===== src/hw/rtl/sfa_pkg.sv =====
`timescale 1ns / 1ps
`default_nettype none
// ----------------------------------------------------------------------------
// sfa_pkg
// Shared types, codes and widths for the spring force accumulator.
// ----------------------------------------------------------------------------
package sfa_pkg;

    localparam int MAX_POINTS_DEF = 1024;
    localparam int DIMENSIONS_DEF = 3;

    localparam int PT_W  = 10;
    localparam int POS_W = 32;
    localparam int SUM_W = 48;
    localparam int MUL_W = 24;

    // shared add/subtract unit and its operands
    localparam int ALU_W  = 124;
    localparam int MAG_W  = 33;
    localparam int ROOT_W = 34;
    localparam int REM_W  = 36;
    localparam int MPLR_W = 34;
    localparam int P1_W   = 91;
    localparam int QUO_W  = 31;
    localparam int CNT_W  = 6;

    localparam logic [MPLR_W-1:0] UNIT_MULT = MPLR_W'(65536);
    localparam logic [SUM_W-1:0] SUM_MAX = {1'b0, {(SUM_W-1){1'b1}}};
    localparam logic [SUM_W-1:0] SUM_MIN = {1'b1, {(SUM_W-1){1'b0}}};

    localparam logic CFG_FORCE_TYPE = 1'b0;
    localparam logic CFG_STIFFNESS  = 1'b1;

    localparam logic [1:0] FT_NONE    = 2'd0;
    localparam logic [1:0] FT_UNIFORM = 2'd1;
    localparam logic [1:0] FT_SCALED  = 2'd2;

    localparam logic MODE_SPRING = 1'b0;
    localparam logic MODE_READ   = 1'b1;

    typedef enum logic [3:0] {
        F_IDLE, F_SQ, F_ROOT, F_PREP, F_KM, F_KE, F_AXIS, F_DIV, F_MUL, F_DONE
    } t_fstate;

    typedef enum logic [3:0] {
        T_CLEAR, T_IDLE, T_RD0, T_RD1, T_CALC, T_U0A, T_U0B, T_U1A, T_U1B
    } t_tstate;

    typedef struct packed {
        logic                    done;
        logic                    apply;
        logic signed [SUM_W-1:0] fx;
        logic signed [SUM_W-1:0] fy;
        logic signed [SUM_W-1:0] fz;
    } t_force_res;

endpackage
`default_nettype wire


===== src/hw/rtl/sfa_force.sv =====
`timescale 1ns / 1ps
`default_nettype none
// ----------------------------------------------------------------------------
// sfa_force
// Spring force per axis on one shift-and-add unit: squares, square root,
// stiffness product, unit vector division and force product, bit by bit.
// ----------------------------------------------------------------------------
module sfa_force #(
    parameter int DIMENSIONS = sfa_pkg::DIMENSIONS_DEF
) (
    input  wire logic                            i_clk,
    input  wire logic                            i_rst_n,
    input  wire logic                            i_start,
    input  wire logic                            i_scaled,
    input  wire logic [31:0]                     i_stiffness,
    input  wire logic [sfa_pkg::MUL_W-1:0]       i_multiplier,
    input  wire logic [31:0]                     i_rest_length,
    input  wire logic signed [sfa_pkg::POS_W-1:0] i_first_x,
    input  wire logic signed [sfa_pkg::POS_W-1:0] i_first_y,
    input  wire logic signed [sfa_pkg::POS_W-1:0] i_first_z,
    input  wire logic signed [sfa_pkg::POS_W-1:0] i_second_x,
    input  wire logic signed [sfa_pkg::POS_W-1:0] i_second_y,
    input  wire logic signed [sfa_pkg::POS_W-1:0] i_second_z,
    output sfa_pkg::t_force_res                  o_res
);

    localparam int W = sfa_pkg::ALU_W;

    sfa_pkg::t_fstate r_state, n_state;
    logic [sfa_pkg::CNT_W-1:0]  r_cnt, n_cnt;
    logic [1:0]                 r_axis, n_axis;
    logic [sfa_pkg::MAG_W-1:0]  r_mag [0:3];
    logic [sfa_pkg::MAG_W-1:0]  n_mag [0:3];
    logic [3:0]                 r_dneg, n_dneg;
    logic [W-1:0]               r_acc, n_acc;
    logic [W-1:0]               r_mcand, n_mcand;
    logic [sfa_pkg::MPLR_W-1:0] r_mplr, n_mplr;
    logic [sfa_pkg::REM_W-1:0]  r_rem, n_rem;
    logic [sfa_pkg::ROOT_W-1:0] r_root, n_root;
    logic [sfa_pkg::QUO_W-1:0]  r_quo, n_quo;
    logic [sfa_pkg::P1_W-1:0]   r_p1, n_p1;
    logic [sfa_pkg::ROOT_W-1:0] r_ext_mag, n_ext_mag;
    logic                       r_ext_neg, n_ext_neg;
    logic                       r_apply, n_apply;
    logic [sfa_pkg::MUL_W-1:0]  r_mult, n_mult;
    logic [31:0]                r_l0, n_l0;
    logic signed [sfa_pkg::SUM_W-1:0] r_f [0:2];
    logic signed [sfa_pkg::SUM_W-1:0] n_f [0:2];

    logic [W-1:0]               alu_a, alu_b, alu_y;
    logic                       alu_sub, alu_ge;
    logic [sfa_pkg::REM_W+1:0]  root_in;
    logic [1:0]                 sel_axis;
    logic [sfa_pkg::MAG_W-1:0]  mag_sel;
    logic [sfa_pkg::MAG_W:0]    dm_x, dm_y, dm_z;
    logic signed [35:0]         ext;
    logic [35:0]                ext_abs;
    logic [59:0]                prod_hi;
    logic [sfa_pkg::SUM_W-1:0]  f_mag;
    logic signed [sfa_pkg::SUM_W-1:0] f_val;

    // {sign, magnitude} of second minus first
    function automatic logic [sfa_pkg::MAG_W:0] diff_mag(
        input logic signed [sfa_pkg::POS_W-1:0] a,
        input logic signed [sfa_pkg::POS_W-1:0] b
    );
        logic signed [sfa_pkg::MAG_W-1:0] d;
        d = {b[sfa_pkg::POS_W-1], b} - {a[sfa_pkg::POS_W-1], a};
        diff_mag = {d[sfa_pkg::MAG_W-1], d[sfa_pkg::MAG_W-1] ? -d : d};
    endfunction

    assign dm_x = diff_mag(i_first_x, i_second_x);
    assign dm_y = diff_mag(i_first_y, i_second_y);
    assign dm_z = (DIMENSIONS == 3) ? diff_mag(i_first_z, i_second_z)
                                    : '0;

    assign sel_axis = (r_state == sfa_pkg::F_SQ) ? r_axis + 2'd1 : r_axis;
    assign mag_sel  = r_mag[sel_axis];

    assign ext     = 36'(r_root) - 36'(r_l0);
    assign ext_abs = ext[35] ? 36'(-ext) : 36'(ext);

    assign prod_hi = r_acc[121:62];
    assign f_mag   = (|prod_hi[59:47]) ? sfa_pkg::SUM_MAX : {1'b0, prod_hi[46:0]};
    assign f_val   = (r_ext_neg ^ r_dneg[r_axis]) ? -$signed(f_mag) : $signed(f_mag);

    always_comb begin
        root_in = {r_rem, r_acc[67:66]};
        alu_a   = r_acc;
        alu_b   = r_mcand;
        alu_sub = 1'b0;
        case (r_state)
            sfa_pkg::F_ROOT: begin
                alu_a   = W'(root_in);
                alu_b   = W'({r_root, 2'b01});
                alu_sub = 1'b1;
            end
            sfa_pkg::F_DIV: begin
                alu_a   = W'(r_rem);
                alu_b   = W'(r_root);
                alu_sub = 1'b1;
            end
            default: ;
        endcase
    end

    assign alu_y  = alu_sub ? alu_a - alu_b : alu_a + alu_b;
    assign alu_ge = ~alu_y[W-1];

    always_comb begin
        n_state   = r_state;
        n_cnt     = r_cnt;
        n_axis    = r_axis;
        n_mag     = r_mag;
        n_dneg    = r_dneg;
        n_acc     = r_acc;
        n_mcand   = r_mcand;
        n_mplr    = r_mplr;
        n_rem     = r_rem;
        n_root    = r_root;
        n_quo     = r_quo;
        n_p1      = r_p1;
        n_ext_mag = r_ext_mag;
        n_ext_neg = r_ext_neg;
        n_apply   = r_apply;
        n_mult    = r_mult;
        n_l0      = r_l0;
        n_f       = r_f;

        // shift-and-add step shared by all products
        if ((r_state == sfa_pkg::F_SQ || r_state == sfa_pkg::F_KM ||
             r_state == sfa_pkg::F_KE || r_state == sfa_pkg::F_MUL) && r_cnt != '0) begin
            if (r_mplr[0]) begin
                n_acc = alu_y;
            end
            n_mcand = r_mcand << 1;
            n_mplr  = r_mplr >> 1;
            n_cnt   = r_cnt - 1'b1;
        end

        case (r_state)
            sfa_pkg::F_IDLE: begin
                if (i_start) begin
                    n_mag[0] = dm_x[sfa_pkg::MAG_W-1:0];
                    n_mag[1] = dm_y[sfa_pkg::MAG_W-1:0];
                    n_mag[2] = dm_z[sfa_pkg::MAG_W-1:0];
                    n_mag[3] = '0;
                    n_dneg   = {1'b0, dm_z[sfa_pkg::MAG_W], dm_y[sfa_pkg::MAG_W],
                                dm_x[sfa_pkg::MAG_W]};
                    n_mult   = i_multiplier;
                    n_l0     = i_rest_length;
                    n_f[0]   = '0;
                    n_f[1]   = '0;
                    n_f[2]   = '0;
                    n_acc    = '0;
                    n_mcand  = W'(dm_x[sfa_pkg::MAG_W-1:0]);
                    n_mplr   = sfa_pkg::MPLR_W'(dm_x[sfa_pkg::MAG_W-1:0]);
                    n_cnt    = sfa_pkg::CNT_W'(sfa_pkg::MAG_W);
                    n_axis   = '0;
                    n_apply  = 1'b0;
                    n_state  = sfa_pkg::F_SQ;
                end
            end
            sfa_pkg::F_SQ: begin
                if (r_cnt == '0) begin
                    if (r_axis == 2'(DIMENSIONS - 1)) begin
                        n_rem   = '0;
                        n_root  = '0;
                        n_cnt   = sfa_pkg::CNT_W'(sfa_pkg::ROOT_W);
                        n_state = sfa_pkg::F_ROOT;
                    end else begin
                        n_axis  = r_axis + 2'd1;
                        n_mcand = W'(mag_sel);
                        n_mplr  = sfa_pkg::MPLR_W'(mag_sel);
                        n_cnt   = sfa_pkg::CNT_W'(sfa_pkg::MAG_W);
                    end
                end
            end
            sfa_pkg::F_ROOT: begin
                if (r_cnt != '0) begin
                    n_acc = r_acc << 2;
                    if (alu_ge) begin
                        n_rem  = alu_y[sfa_pkg::REM_W-1:0];
                        n_root = {r_root[sfa_pkg::ROOT_W-2:0], 1'b1};
                    end else begin
                        n_rem  = root_in[sfa_pkg::REM_W-1:0];
                        n_root = {r_root[sfa_pkg::ROOT_W-2:0], 1'b0};
                    end
                    n_cnt = r_cnt - 1'b1;
                end else begin
                    n_state = sfa_pkg::F_PREP;
                end
            end
            sfa_pkg::F_PREP: begin
                n_ext_neg = ext[35];
                n_ext_mag = ext_abs[sfa_pkg::ROOT_W-1:0];
                if (r_root == '0) begin
                    n_state = sfa_pkg::F_DONE;
                end else begin
                    n_apply = 1'b1;
                    n_acc   = '0;
                    n_mcand = W'(i_stiffness);
                    n_mplr  = i_scaled ? sfa_pkg::MPLR_W'(r_mult) : sfa_pkg::UNIT_MULT;
                    n_cnt   = sfa_pkg::CNT_W'(sfa_pkg::MUL_W);
                    n_state = sfa_pkg::F_KM;
                end
            end
            sfa_pkg::F_KM: begin
                if (r_cnt == '0) begin
                    n_acc   = '0;
                    n_mcand = r_acc;
                    n_mplr  = r_ext_mag;
                    n_cnt   = sfa_pkg::CNT_W'(sfa_pkg::ROOT_W);
                    n_state = sfa_pkg::F_KE;
                end
            end
            sfa_pkg::F_KE: begin
                if (r_cnt == '0) begin
                    n_p1    = r_acc[sfa_pkg::P1_W-1:0];
                    n_axis  = '0;
                    n_state = sfa_pkg::F_AXIS;
                end
            end
            sfa_pkg::F_AXIS: begin
                if (r_axis == 2'(DIMENSIONS)) begin
                    n_state = sfa_pkg::F_DONE;
                end else if (mag_sel == '0 || r_ext_mag == '0) begin
                    n_axis = r_axis + 2'd1;
                end else begin
                    n_rem   = sfa_pkg::REM_W'(mag_sel);
                    n_quo   = '0;
                    n_cnt   = sfa_pkg::CNT_W'(sfa_pkg::QUO_W);
                    n_state = sfa_pkg::F_DIV;
                end
            end
            sfa_pkg::F_DIV: begin
                if (r_cnt != '0) begin
                    n_rem = alu_ge ? {alu_y[sfa_pkg::REM_W-2:0], 1'b0}
                                   : {r_rem[sfa_pkg::REM_W-2:0], 1'b0};
                    n_quo = {r_quo[sfa_pkg::QUO_W-2:0], alu_ge};
                    n_cnt = r_cnt - 1'b1;
                end else begin
                    n_acc   = '0;
                    n_mcand = W'(r_p1);
                    n_mplr  = sfa_pkg::MPLR_W'(r_quo);
                    n_cnt   = sfa_pkg::CNT_W'(sfa_pkg::QUO_W);
                    n_state = sfa_pkg::F_MUL;
                end
            end
            sfa_pkg::F_MUL: begin
                if (r_cnt == '0) begin
                    n_f[r_axis] = f_val;
                    n_axis      = r_axis + 2'd1;
                    n_state     = sfa_pkg::F_AXIS;
                end
            end
            sfa_pkg::F_DONE: begin
                n_state = sfa_pkg::F_IDLE;
            end
            default: begin
                n_state = sfa_pkg::F_IDLE;
            end
        endcase
    end

    always_ff @(posedge i_clk) begin
        if (!i_rst_n) begin
            r_state <= sfa_pkg::F_IDLE;
            r_cnt   <= '0;
            r_axis  <= '0;
            r_apply <= 1'b0;
        end else begin
            r_state <= n_state;
            r_cnt   <= n_cnt;
            r_axis  <= n_axis;
            r_apply <= n_apply;
        end
    end

    always_ff @(posedge i_clk) begin
        r_mag     <= n_mag;
        r_dneg    <= n_dneg;
        r_acc     <= n_acc;
        r_mcand   <= n_mcand;
        r_mplr    <= n_mplr;
        r_rem     <= n_rem;
        r_root    <= n_root;
        r_quo     <= n_quo;
        r_p1      <= n_p1;
        r_ext_mag <= n_ext_mag;
        r_ext_neg <= n_ext_neg;
        r_mult    <= n_mult;
        r_l0      <= n_l0;
        r_f       <= n_f;
    end

    assign o_res.done  = (r_state == sfa_pkg::F_DONE);
    assign o_res.apply = r_apply;
    assign o_res.fx    = r_f[0];
    assign o_res.fy    = r_f[1];
    assign o_res.fz    = r_f[2];

endmodule
`default_nettype wire


===== config.mk =====
export PLATFORM = sky130hd
export DESIGN_NAME = sfa_force
export DESIGN_NICKNAME = d
export VERILOG_FILES = /design/src/hw/rtl/sfa_pkg.sv /design/src/hw/rtl/sfa_force.sv
export SDC_FILE = /design/constraint.sdc
export NUM_CORES = 2
export LEC_CHECK = 0
export BUFFER_PORTS_ARGS = -buffer_cell sky130_fd_sc_hd__buf_2
export CORE_MARGIN = 4
export CORE_UTILIZATION = 35
export CTS_BUF_LIST = sky130_fd_sc_hd__clkbuf_4 sky130_fd_sc_hd__clkbuf_8 sky130_fd_sc_hd__clkbuf_16
export CTS_CLUSTER_SIZE = 25
export DETAILED_ROUTE_END_ITERATION = 6
export PLACE_DENSITY = 0.53
export SLEW_MARGIN = 5
export SYNTH_ARGS = -nofsm -noshare
export SYNTH_HDL_FRONTEND = slang
export SYNTH_SLANG_ARGS = --single-unit

===== constraint.sdc =====
create_clock -name i_clk -period 11.9 [get_ports i_clk]
set_input_delay 0.595 -clock i_clk [delete_from_list [all_inputs] [get_ports i_clk]]
set_output_delay 0.595 -clock i_clk [all_outputs]
set_load 0.05 [all_outputs]

==> results.ini <==
[drt]
drt_iter0_drc = 5815
num_vias = 56900
vias_per_cell = 5.94
ant_nets = 0
wl_mm = 239
drt_pass1_iterations = 7
drc_errors = 0
wire_per_inst_um = 25.0

[floorplan]
core_um2 = 170000
initial_core_util = 0.353
die_w_um = 422
rows = 151
dieHeight_um = 422
ios = 430
die-area_um2 = 178000

[finish]
fin_cells = 9581
stdcell_area_um2 = 68200
area_growth_pct = 13.6
final_net_count = 7821
drive_above_1_share = 0.112

[yosys]
yosysTopAreaCellShare = 0.264
synthTopCellsByCount = 667 x nand2_1, 610 x a21oi_1, 609 x nor2_1, 599 x o21ai_0, 529 x edfxtp_1
synth.top_cells.by_area = edfxtp_1 26%, dfxtp_1 9.8%, ha_1 5.5%, a21oi_1 5.1%, o21ai_0 5.0%
ys_warn_count = 0
synth_top_family_by_area = compound AO/OA/AOI/OAI gates
synth_edf_count = 529
synth_compound_area_frac = 0.248
ys.flop_type = edfxtp_1
synthSimpleGateAreaFrac = 0.180
synth_area_um2 = 60100
async_flop_share = 0
synthXorXnorAreaFrac = 0.0644
yosysMostFrequentCell = nand2_1
yosysSeqAreaShare = 0.363
ys_ff_latch = 824
synth_mux_area_frac = 0.0436
synth_fa_ha_area_frac = 0.0562
yosys.area.top_type = edfxtp_1
syn_avg_cell_area_um2 = 8.52
synth_nets = 7607
synth_cell_types = 102
synth_cells = 7056

[sta]
report.final.slew_viol_count = 0
worst_hold_slack_ns = 0.0450
finalSetupTns_ns = 0
fin_crit_ns = 9.62
clock_skew_ns = 0.0527
period_share = 0.808
worstMarginPinSlew_ns = 1.31
maxSlewHeadroom = 0.129
rsz0062_at_grt = no
fmax_mhz = 104
setup_viol = 0
hold_viol = 0

[worst_setup_path]
worstSetupPathType = register to register
rr_endpoint = r_acc[118]
cpPeakStageDelay_ns = 0.88
worst_setup_path_end_kind = register
crit_path_start_kind = register
cp.required_ns = 12.52
critPathSlowestCell = and4b_2
cp_common_cell = or3_1
cp_max_fo = 64
cp-startpoint = r_state[0]
worstPathArrival_ns = 10.24
r2r_cells = 25
r2r_slack_ns = 2.28
r2r_start = r_state[0]

[power]
p_sw_w = 0.0105
p_leak_nw = 26.9
p_per_area_nw_per_um2 = 292
sw_frac_of_total = 0.525
finalPower_w = 0.0200
peakVddDrop_mv = 0.258
pwr-share-clk = 0.164
seq_power_share = 0.241
comb_power_share = 0.595
cell_internal_pwr_w = 0.00948

[clocking]
cts_tree = yes
clkLatencyLatePin_ns = 0.76
clk_path_buf_depth = 3
cts-resized-gates = 0
clk_pin_slew_worst_paths_ns = 0.07
h-tree-depth = 3
cts_root_buf = clkbuf_16
numCtsBuffers = 98
cts.sinks = 824

[hold_path]
min-delay-start = i_multiplier[5]
hold_depth = 1
whs_endpoint = r_mult[5]
hold_class = input port to register

[job]
maxCapViolCount = 0

[placement]
placed_area_um2 = 64300
dp_cells = 9344
place.gp.congestion = 0.977
dp_hpwl_mm = 181
io_buffer_count = 429

[global_route]
antenna_found_initial = 5
grt_first_pass_wirelength_mm = 354
grt-ovfl-total = 0
grt_use_total = 0.256
grt_pass1_vias = 54000
grt_max_degree = 148

[run_status]
status = complete, no violations

==> worst max path at each step <==
stage | to | slack [ns] | cells past startpoint
global placement | r_rem[10] | 2.56 | 25
floorplan | r_axis[0] | 2.98 | 11
finish | r_acc[118] | 2.28 | 25
detailed placement | r_rem[10] | 2.39 | 24
CTS | r_rem[10] | 2.33 | 24
global route | r_rem[33] | 1.61 | 23
==> critical path, delay by kind of cell (launching register included) <==
| family | cells | cell delay, ns |
|---|---|---|
| fa+ha+maj | 1 | 0.43 |
| mux | 1 | 0.19 |
| flops | 1 | 0.31 |
| compound gates | 5 | 2.18 |
| buf+inv | 2 | 1.07 |
| simple gates | 16 | 5.26 |
==> layout make-up <==
cell class | count | area (um^2)
antenna | 9 | 22.5
timing repair buffer | 569 | 3330
fill | 17200 | 102000
sequential | 824 | 21800
clock inverter | 48 | 639
inverter | 246 | 928
clock buffer | 136 | 2870
tap | 2218 | 2780
multi-input combinational | 5531 | 35900
==> cells by family after synthesis <==
group	after synthesis
AOI/OAI and AO/OA	2334
and+or+nand+nor	2227
DFF	824
buffers and inverters	701
muxes	261
adders and majority gates	267
xor gates and xnor gates	442
==> placed cells by master, fill, tap and decap left out, types with 107 or more instances in the layout <==
cell	instances
nand2_1	665
a21oi_1	609
nor2_1	601
o21ai_0	592
edfxtp_1	529
buf_2	429
dfxtp_1	293
xnor2_1	275
ha_1	259
mux2i_1	257
inv_1	244
a22oi_1	174
xor2_1	162
a211oi_1	147
nor3_1	139
a21o_1	127
and3_1	122
nand3_1	107
==> repair_timing <==
action / CTS / global route
hold buffers: 44 / 0
endpoints found under the setup margin: 0 / 0
endpoints found under the hold margin: 44 / 0
buffers inserted: 0 / 0
==> routing by layer <==
| layer | GRT usage | vias up | share of wire |
|---|---|---|---|
| li1 | - | 26700 | - |
| met1 | 0.346 | 27700 | 0.44 |
| met2 | 0.413 | 2122 | 0.46 |
| met3 | 0.0334 | 351 | 0.062 |
| met4 | 0.103 | 0 | 0.042 |
| met5 | 0 | - | 0 |
==> state kept, by name, summed over array words and instances, names as in the netlist, 6 cells and up <==
name and count:
o_res 144, r_acc 124, r_cnt 6, r_ext_mag 34, r_l0 32, r_mag 99, r_mcand 124, r_mplr 34
r_mult 24, r_p1 91, r_quo 31, r_rem 36, r_root 34
==> power by group through the flow <==
stage	clock network, W	logic (W)	registers (W)
after floorplan	0	0.00735	0.00516
after global placement	0	0.0116	0.00483
after detailed placement	0	0.0117	0.00483
after CTS	0.00333	0.0117	0.00478
after global routing	0.00345	0.0128	0.00486
final	0.00328	0.0119	0.00481
==> per-stage QoR <==
step           utilization  setup WS (ns)
2_1_floorplan            -           2.98
3_3_place_gp         0.378           2.56
3_5_place_dp         0.378           2.39
4_1_cts              0.401           2.33
5_1_grt              0.401           1.61
6_report             0.401           2.28
Note: power is estimated with default switching activity, not from simulation.
